[src/hdl/itoa_pkg.sv]
// ----------------------------------------------------------------------------
// itoa_pkg
// Shared types, codes and character helpers for the integer to ASCII
// formatter and its digit unit.
// ----------------------------------------------------------------------------
package itoa_pkg;

  typedef enum logic [1:0] {
    KIND_SDEC = 2'd0,
    KIND_UDEC = 2'd1,
    KIND_HEX  = 2'd2,
    KIND_CHAR = 2'd3
  } kind_t;

  // Operations of the shared digit unit
  typedef enum logic [2:0] {
    OP_HOLD     = 3'd0,
    OP_LOAD_DEC = 3'd1,
    OP_LOAD_HEX = 3'd2,
    OP_DABBLE   = 3'd3,
    OP_SHIFT    = 3'd4
  } op_t;

  localparam logic [7:0] CH_ZERO  = 8'h30;
  localparam logic [7:0] CH_LOWA  = 8'h61;
  localparam logic [7:0] CH_MINUS = 8'h2D;

  function automatic logic [7:0] digit_to_ascii(input logic [3:0] d);
    logic [7:0] c;
    if (d < 4'd10) begin
      c = CH_ZERO + {4'd0, d};
    end else begin
      c = CH_LOWA + {4'd0, d} - 8'd10;
    end
    return c;
  endfunction

endpackage

[src/hdl/itoa_digit_unit.sv]
// ----------------------------------------------------------------------------
// itoa_digit_unit
// Digit register with a shift-add-3 binary to BCD step, a direct hex load
// and a digit shift; the top digit is always presented for output.
// ----------------------------------------------------------------------------
module itoa_digit_unit #(
  parameter int VALUE_BITS = 32
) (
  input  logic                  clk,
  input  itoa_pkg::op_t         op,
  input  logic [VALUE_BITS-1:0] load_val,
  output logic [3:0]            top_digit
);
  import itoa_pkg::*;

  localparam int NDIG = (VALUE_BITS * 30103) / 100000 + 1;
  localparam int HDIG = (VALUE_BITS + 3) / 4;
  localparam int DW   = NDIG * 4;
  localparam int HW   = HDIG * 4;

  logic [DW-1:0]         dig_r, dig_nxt;
  logic [VALUE_BITS-1:0] mag_r, mag_nxt;
  logic [DW-1:0]         adj;
  logic [HW-1:0]         hex_pad;

  // add 3 to every digit of five or more ahead of the shift
  always_comb begin
    for (int i = 0; i < NDIG; i++) begin
      if (dig_r[i*4 +: 4] >= 4'd5) begin
        adj[i*4 +: 4] = dig_r[i*4 +: 4] + 4'd3;
      end else begin
        adj[i*4 +: 4] = dig_r[i*4 +: 4];
      end
    end
  end

  assign hex_pad = HW'(load_val);

  always_comb begin
    dig_nxt = dig_r;
    mag_nxt = mag_r;
    unique case (op)
      OP_HOLD: begin
      end
      OP_LOAD_DEC: begin
        dig_nxt = '0;
        mag_nxt = load_val;
      end
      OP_LOAD_HEX: begin
        // align the hex nibbles to the top of the digit register
        dig_nxt = DW'(hex_pad) << (DW - HW);
      end
      OP_DABBLE: begin
        dig_nxt = {adj[DW-2:0], mag_r[VALUE_BITS-1]};
        mag_nxt = mag_r << 1;
      end
      OP_SHIFT: begin
        dig_nxt = dig_r << 4;
      end
      default: begin
      end
    endcase
  end

  always_ff @(posedge clk) begin
    dig_r <= dig_nxt;
    mag_r <= mag_nxt;
  end

  assign top_digit = dig_r[DW-1 -: 4];

endmodule

[src/hdl/integer_to_ascii_formatter.sv]
// ----------------------------------------------------------------------------
// integer_to_ascii_formatter
// Formats one value as ASCII text in signed or unsigned decimal, lowercase
// hex, or as a single raw character.
// ----------------------------------------------------------------------------
// Input channel: in_tuser carries the format kind, in_tdata the value.
// Output channel: one character per transfer on out_tdata, out_tlast high on
// the final character of a request.
// Decimal: the value passes through a shift-add-3 BCD loop, one bit per
// cycle. Each of the NDIG digit positions is then either dropped as a leading
// zero or emitted, and a negative value gets a '-' ahead of its digits.
// Hex: the nibbles load directly, so the BCD loop is skipped; leading zeros
// are dropped the same way. Zero prints as a single '0'.
// Character kind: the low byte is written to the output register in the
// accept cycle, and the block stays idle.
// in_tready is high only while the block is idle and its output register can
// take a character. A stalled receiver holds the current character in the
// output register and holds the sign and digit steps. Reset returns to idle
// and empties the output register; no state persists between requests.
// ----------------------------------------------------------------------------
module integer_to_ascii_formatter #(
  parameter int VALUE_BITS = 32
) (
  input  logic                                clk,
  input  logic                                rst_n,
  input  logic                                in_tvalid,
  output logic                                in_tready,
  input  logic [((VALUE_BITS+7)/8)*8-1:0]     in_tdata,   // [VALUE_BITS-1:0] value
  input  logic [1:0]                          in_tuser,   // [1:0] kind
  output logic                                out_tvalid,
  input  logic                                out_tready,
  output logic [7:0]                          out_tdata,  // [7:0] char_out
  output logic                                out_tlast
);
  import itoa_pkg::*;

  localparam int NDIG = (VALUE_BITS * 30103) / 100000 + 1;
  localparam int HDIG = (VALUE_BITS + 3) / 4;
  localparam int CW   = $clog2(NDIG + 1);
  localparam int BW   = $clog2(VALUE_BITS + 1);

  typedef enum logic [4:0] {
    S_IDLE = 5'b00001,
    S_CONV = 5'b00010,
    S_SKIP = 5'b00100,
    S_SIGN = 5'b01000,
    S_EMIT = 5'b10000
  } state_t;

  state_t                state_r, state_nxt;
  logic [CW-1:0]         cnt_r, cnt_nxt;
  logic [BW-1:0]         bit_r, bit_nxt;
  logic                  neg_r, neg_nxt;
  logic                  ovalid_r, ovalid_nxt;
  logic [7:0]            ochar_r, ochar_nxt;
  logic                  olast_r, olast_nxt;
  op_t                   op;
  logic [VALUE_BITS-1:0] val;
  logic [VALUE_BITS-1:0] mag;
  logic                  is_neg;
  logic [3:0]            top_digit;
  logic                  can_load;
  logic                  accept;
  kind_t                 kind;

  assign val      = in_tdata[VALUE_BITS-1:0];
  assign kind     = kind_t'(in_tuser);
  assign is_neg   = (kind == KIND_SDEC) && val[VALUE_BITS-1];
  assign mag      = is_neg ? (~val + VALUE_BITS'(1)) : val;
  assign can_load = !ovalid_r || out_tready;
  assign in_tready = (state_r == S_IDLE) && can_load;
  assign accept   = in_tvalid && in_tready;

  itoa_digit_unit #(
    .VALUE_BITS(VALUE_BITS)
  ) u_digits (
    .clk       (clk),
    .op        (op),
    .load_val  (mag),
    .top_digit (top_digit)
  );

  always_comb begin
    state_nxt  = state_r;
    cnt_nxt    = cnt_r;
    bit_nxt    = bit_r;
    neg_nxt    = neg_r;
    ovalid_nxt = ovalid_r && !out_tready;
    ochar_nxt  = ochar_r;
    olast_nxt  = olast_r;
    op         = OP_HOLD;
    unique case (state_r)
      S_IDLE: begin
        if (accept) begin
          neg_nxt = is_neg;
          case (kind)
            KIND_CHAR: begin
              ovalid_nxt = 1'b1;
              ochar_nxt  = val[7:0];
              olast_nxt  = 1'b1;
            end
            KIND_HEX: begin
              op        = OP_LOAD_HEX;
              cnt_nxt   = CW'(HDIG);
              state_nxt = S_SKIP;
            end
            default: begin
              op        = OP_LOAD_DEC;
              cnt_nxt   = CW'(NDIG);
              bit_nxt   = BW'(VALUE_BITS);
              state_nxt = S_CONV;
            end
          endcase
        end
      end
      S_CONV: begin
        op      = OP_DABBLE;
        bit_nxt = bit_r - BW'(1);
        if (bit_r == BW'(1)) begin
          state_nxt = S_SKIP;
        end
      end
      S_SKIP: begin
        // drop leading zeros, keep at least one digit
        if (top_digit == 4'd0 && cnt_r != CW'(1)) begin
          op      = OP_SHIFT;
          cnt_nxt = cnt_r - CW'(1);
        end else begin
          state_nxt = neg_r ? S_SIGN : S_EMIT;
        end
      end
      S_SIGN: begin
        if (can_load) begin
          ovalid_nxt = 1'b1;
          ochar_nxt  = CH_MINUS;
          olast_nxt  = 1'b0;
          state_nxt  = S_EMIT;
        end
      end
      S_EMIT: begin
        if (can_load) begin
          ovalid_nxt = 1'b1;
          ochar_nxt  = digit_to_ascii(top_digit);
          olast_nxt  = (cnt_r == CW'(1));
          op         = OP_SHIFT;
          cnt_nxt    = cnt_r - CW'(1);
          if (cnt_r == CW'(1)) begin
            state_nxt = S_IDLE;
          end
        end
      end
      default: begin
        state_nxt = S_IDLE;
      end
    endcase
  end

  always_ff @(posedge clk) begin
    if (!rst_n) begin
      state_r  <= S_IDLE;
      ovalid_r <= 1'b0;
    end else begin
      state_r  <= state_nxt;
      ovalid_r <= ovalid_nxt;
    end
    cnt_r   <= cnt_nxt;
    bit_r   <= bit_nxt;
    neg_r   <= neg_nxt;
    ochar_r <= ochar_nxt;
    olast_r <= olast_nxt;
  end

  assign out_tvalid = ovalid_r;
  assign out_tdata  = ochar_r;
  assign out_tlast  = olast_r;

endmodule
[config.mk]
export PLATFORM = sky130hd
export DESIGN_NAME = integer_to_ascii_formatter
export DESIGN_NICKNAME = d
export VERILOG_FILES = /design/src/hdl/itoa_pkg.sv /design/src/hdl/itoa_digit_unit.sv /design/src/hdl/integer_to_ascii_formatter.sv
export SDC_FILE = /design/constraint.sdc
export NUM_CORES = 1
export LEC_CHECK = 0
export BUFFER_PORTS_ARGS = -buffer_cell sky130_fd_sc_hd__buf_2
export CAP_MARGIN = 30
export CORE_MARGIN = 8
export CORE_UTILIZATION = 55
export CTS_CLUSTER_SIZE = 24
export DETAILED_ROUTE_END_ITERATION = 16
export PLACE_DENSITY = 0.81
export SLEW_MARGIN = 0
export SYNTH_ARGS = -nofsm -noshare
export SYNTH_HDL_FRONTEND = slang
export SYNTH_HIERARCHICAL = 1
export SYNTH_SLANG_ARGS = --single-unit
[constraint.sdc]
create_clock -name clk -period 11.1 [get_ports clk]
set_input_delay 1.11 -clock clk [delete_from_list [all_inputs] [get_ports clk]]
set_output_delay 1.11 -clock clk [all_outputs]
set_load 0.01 [all_outputs]
# Word-level counts from Yosys, hierarchy flattened
# Index checks and enable logic that the tools add are counted.
# word_totals
out_inout_bits	11
inputBits	38
elab_cells	133
ff_bits	98
# op_classes
reduce_logical	22
eq_ne	24
n_bitwise	1
mux	50
add_sub_neg	16
n_lt_le_gt_ge	11
# ops
cell	count
$pmux 40 s4	1
$pmux 32 s2	1
$mux 4	12
$ge 4x3->1 const B	10
$mux 8	5
$add 4x2->4 const B	9
$mux 5	7
$add 32x1->32 const B	1
$mux 32	1
$not 32->32	1
$pmux 5 s5	1
$pmux 8 s3	1
$ne 2x2->1 const B	9
$mux 6	2
$pmux 3 s4	1
$pmux 4 s3	1
$pmux 6 s2	1
$pmux 5 s2	1
$reduce_and 5->1	2
$mux 3	3
$add 7x4->8 const A	1
$pmux 4 s2	1
$sub 8x4->8 const B	1
$add 6x4->7 const A	1
other kinds (34)	50

# Logic depth before layout (Yosys ltp)
# depth
word_depth	8
ltp_mapped	12

# By module
# The synthesis kept the hierarchy.
# by_module_without_submodules
module	cells_per_inst	seq_area_each_um2	area_per_inst_um2	instances
itoa_digit_unit	329	2162.1	4117.7	1
integer_to_ascii_formatter	244	720.7	2105.8	1

# Least setup slack after synthesis
# OpenSTA, ideal clock, no wires.
# synth_path
kind	input-to-reg
start	input port out_tready
end	register u_digits.dig_r[0], enable pin
path_buffers	2
setup_ns	0.456
arrival_ns	4.303
required_ns	10.644
path_slack_ns	6.341
cell_stages	7
cell_sequence	nand2b_1 nand3_1 o21ai_0 clkbuf_1 clkbuf_1 nor2_1 xnor2_1
# synth_between
elab_chain_len	7
elab_cells_between_ends	11
cone_classes	eq/ne: 4; mux: 3; reduce/logical: 4
# synth_lines
element	line_no	text
from (decl)	integer_to_ascii_formatter.sv:31	input logic out_tready,
$logic_or 1x1->1 *	integer_to_ascii_formatter.sv:70	assign can_load = !ovalid_r || out_tready;
$logic_and 1x1->1 *	integer_to_ascii_formatter.sv:71	assign in_tready = (state_r == S_IDLE) && can_load;
$logic_and 1x1->1 *	integer_to_ascii_formatter.sv:72	assign accept = in_tvalid && in_tready;
$mux 2 *	integer_to_ascii_formatter.sv:94	if (accept) begin
$pmux 3 s4 *	integer_to_ascii_formatter.sv:92	unique case (state_r)
net op[0]	integer_to_ascii_formatter.sv:57	op_t op;
$eq 3x2->1, or another cell as far along	itoa_digit_unit.sv:42	unique case (op)
$reduce_bool 4->1 (no source line) *	n/a	
to (signal assigned)	itoa_digit_unit.sv:66	dig_r <= dig_nxt;
to (decl)	itoa_digit_unit.sv:21	logic [DW-1:0] dig_r, dig_nxt;
# Mark *: on every way through the listed nets, which the timed path passes. The rest lies on a longest branch.
# A chain may end at the register's enable or synchronous reset.

# Worst setup path in the final report
# layout_path
start	input port in_tdata[16]
end	register u_digits.dig_r[34], data pin
# layout_between
elab_chain_len	4
# layout_lines
element	line_no	text
from (decl)	integer_to_ascii_formatter.sv:28	input logic [((VALUE_BITS+7)/8)*8-1:0] in_tdata,
$not 32->32	integer_to_ascii_formatter.sv:69	assign mag = is_neg ? (~val + VALUE_BITS'(1)) : val;
$add 32x1->32	integer_to_ascii_formatter.sv:69	
$mux 32	integer_to_ascii_formatter.sv:69	
net mag[26]	integer_to_ascii_formatter.sv:59	logic [VALUE_BITS-1:0] mag;
$pmux 40 s4	itoa_digit_unit.sv:42	
net u_digits.dig_nxt[34]	itoa_digit_unit.sv:21	
# The timed path passes the listed nets, and every way through them passes these cells.

==> results_dict.tcl <==
set metrics [dict create \
    outcome "finished clean" \
    hold_depth 2 \
    fmax_mhz 287.2 \
    grt.overflow.total 0 \
    grt_pass1_vias 4963 \
    cts_buffers 9 \
    cp_max_fo 5 \
    finalWorstSetupSlack_ns 7.618 \
    p_clk_share_pct 19.6 \
    n_antenna_cell 0 \
    cts.sinks 98 \
    vias 4841 \
    post-dp-hpwl_um 10550 \
    drc 0 \
    synth-seq-area-share_pct 46.32 \
    syn_inst 573 \
    synth_edf_count 92 \
    powerDensity_nw_per_um2 229.0 \
    grt_max_degree 41 \
    cts_setup_buffers 0 \
    post-synth-top-count-cell "edfxtp_1" \
    fill_cells 926 \
    leakage_nw 2.434 \
    hold_viol_final 0 \
    dr.pass1.iters 5 \
    viasPerCell 6.378 \
    final_max_slew_viol_count 0 \
    period_share_pct 31.37 \
    worstPathRequired_ns 11.20 \
    rsz0062_at_grt "false" \
    holdBufCountCts 0 \
    wl_per_cell_um 19.94 \
    power.switching_mw 0.5939 \
    min_period_ns 3.482 \
    insertion_delay_ns 0.35 \
    seqPwrFrac_pct 43.7 \
    rows 39 \
    fin_nets 676 \
    antenna_found_initial 0 \
    critPathLaunchType "primary input" \
    portBuffers 48 \
    synth_common_cells "92 x edfxtp_1, 39 x xnor2_1, 33 x a22oi_1" \
    reg2regPathDepth 8 \
    multiInputGateArea_um2 3080 \
    rr_startpoint "state_r[2]$_SDFFE_PN0P_" \
    synthFlopType "edfxtp_1" \
    synth_area_leaders "edfxtp_1 44%, mux2_2 5.6%, xnor2_1 5.5%" \
    critPathLaunch "in_tdata[16]" \
    cts_tree "built" \
    cts.repair.resized 0 \
    h-tree-depth 3 \
    pwr-share-comb_pct 36.7 \
    place_inst 743 \
    clockRootBuffer "clkbuf_16" \
    design.die.area_um2 14980 \
    place_ws_ns 7.287 \
    cp.arrival_ns 3.58 \
    antenna_left 0 \
    gp_congestion 0.9102 \
    final.setup.tns_ns 0 \
    dieHeight_um 122.4 \
    worst-r2r-setup-slack_ns 7.63 \
    num_io_pins 49 \
    synth.distinct_cells 57 \
    async_flop_share_pct 0 \
    setup.worst_path.end "u_digits/dig_r[34]$_DFFE_PP_" \
    slew_headroom_pct 41.99 \
    initial_utilization_pct 55.45 \
    register_area_um2 2883 \
    path_clk_slew_ns 0.07 \
    min_path_type "flip-flop to flip-flop" \
    ys_seq_elements 98 \
    vdd_drop_max_v 0.0001735 \
    clockBufferDepth 2 \
    syn2layout_area_growth_pct 10.01 \
    instances_no_fill 759 \
    p_int_mw 0.9741 \
    grtUsageTotal_pct 20.85 \
    critical_path_class "primary input to flip-flop" \
    coreArea_um2 11220 \
    die_x_um 122.4 \
    cp-end-kind "flip-flop" \
    syn_nets 638 \
    syn_avg_cell_area_um2 10.86 \
    drt-initial-drc-count 369 \
    r2r_end "u_digits/mag_r[6]$_DFFE_PP_" \
    grt_pass1_wl_um 24780 \
    synth_warnings 6 \
    synth_area_um2 6223 \
    finClkSkew_ns 0.008247 \
    drive_gt1_share_pct 19.97 \
    yosysTopAreaCell "edfxtp_1" \
    finalSetupViolCount 0 \
    switching_share_pct 37.88 \
    synth.top_cell.area_share_pct 44.39 \
    maxCapViolations 0 \
    worstMarginPinSlew_ns 0.8610 \
    wirelength_um 15130 \
]
-- critical path: stages --
cell and delay [ns]:
buf_2 0.12, or4_4 0.56, nor4_1 0.50, nand4_1 0.26, o31ai_1 0.34, xnor2_1 0.15, a22oi_1 0.19, o32ai_1 0.11
a31o_2 0.23
-- layout make-up --
cell class,count,share of cell area (%)
multi-input combinational,415,44.99
sequential,98,42.11
timing repair buffer,55,4.276
clock buffer,13,3.966
tap,143,2.613
inverter,32,1.754
clock inverter,3,0.2924
-- worst min path at each step --
| stage | from | to |
|---|---|---|
| after floorplan | state_r[4]$_SDFFE_PN0P_ | state_r[4]$_SDFFE_PN0P_ |
| after global placement | state_r[4]$_SDFFE_PN0P_ | state_r[4]$_SDFFE_PN0P_ |
| after global routing | u_digits/mag_r[6]$_DFFE_PP_ | u_digits/mag_r[7]$_DFFE_PP_ |
| after detailed placement | state_r[4]$_SDFFE_PN0P_ | state_r[4]$_SDFFE_PN0P_ |
| final | state_r[4]$_SDFFE_PN0P_ | state_r[4]$_SDFFE_PN0P_ |
| after CTS | state_r[4]$_SDFFE_PN0P_ | state_r[4]$_SDFFE_PN0P_ |
-- logic make-up after synthesis --
group           synth area share [%]
compound gates                 17.13
xor+xnor                       8.022
fa+ha+maj                      5.428
buf+inv                        4.483
flops                          46.32
mux                            6.735
simple gates                   11.88
-- power groups by stage --
stage / Sequential, mW / Clock [mW] / Combinational [mW]
floorplan: 0.654 / 0 / 0.441
global placement: 0.681 / 0 / 0.536
detailed placement: 0.686 / 0 / 0.565
CTS: 0.681 / 0.312 / 0.572
global route: 0.698 / 0.324 / 0.636
finish: 0.685 / 0.308 / 0.576
-- routing by layer --
layer  global-route usage (%)  wire, um  up-vias
met1                    24.16      6199     2384
li1                         -         -     2253
met5                        0         0        -
met4                    8.378       340        0
met2                    37.31      7740      174
met3                    3.864       853       30
-- through the flow --
stage | util (%) | power, mW | hold WS [ns] | cell area [um2]
2_1_floorplan | - | 1.095 | 0.4847 | 6223
3_3_place_gp | 58.41 | 1.217 | 0.5219 | 6555
3_5_place_dp | 58.41 | 1.251 | 0.5330 | 6555
4_1_cts | 61.00 | 1.564 | 0.5416 | 6847
5_1_grt | 61.00 | 1.658 | 0.5691 | 6847
6_report | 61.00 | 1.568 | 0.5445 | 6847
-- cells in the final DEF (no fill, tap or decap), drive strengths merged, types with 2 or more instances in the layout --
master,n
and3,2
o21ai,31
o31a,3
and3b,3
nand4,3
o41ai,3
inv,34
edfxtp,92
a22oi,33
ha,27
or3,2
nor2,29
nor4,5
or4,6
mux2i,4
nor3b,11
nand3b,4
xor2,18
o31ai,7
nand2,26
mux2,33
and2,2
or2,3
a21oi,28
o21a,2
dfxtp,6
nor2b,7
xnor2,39
nor3,10
clkbuf,13
nand2b,14
a31o,6
a31oi,3
buf,55
o32ai,14
nand3,7
o22ai,20
-- flip-flops by register name, summed over array words and instances, names as in the netlist --
signal          cells
out_tlast           1
u_digits/dig_r     40
out_tvalid          1
state_r             5
cnt_r               4
neg_r               1
bit_r               6
u_digits/mag_r     32
out_tdata           8
No activity file was read; power rests on OpenSTA's default activity.
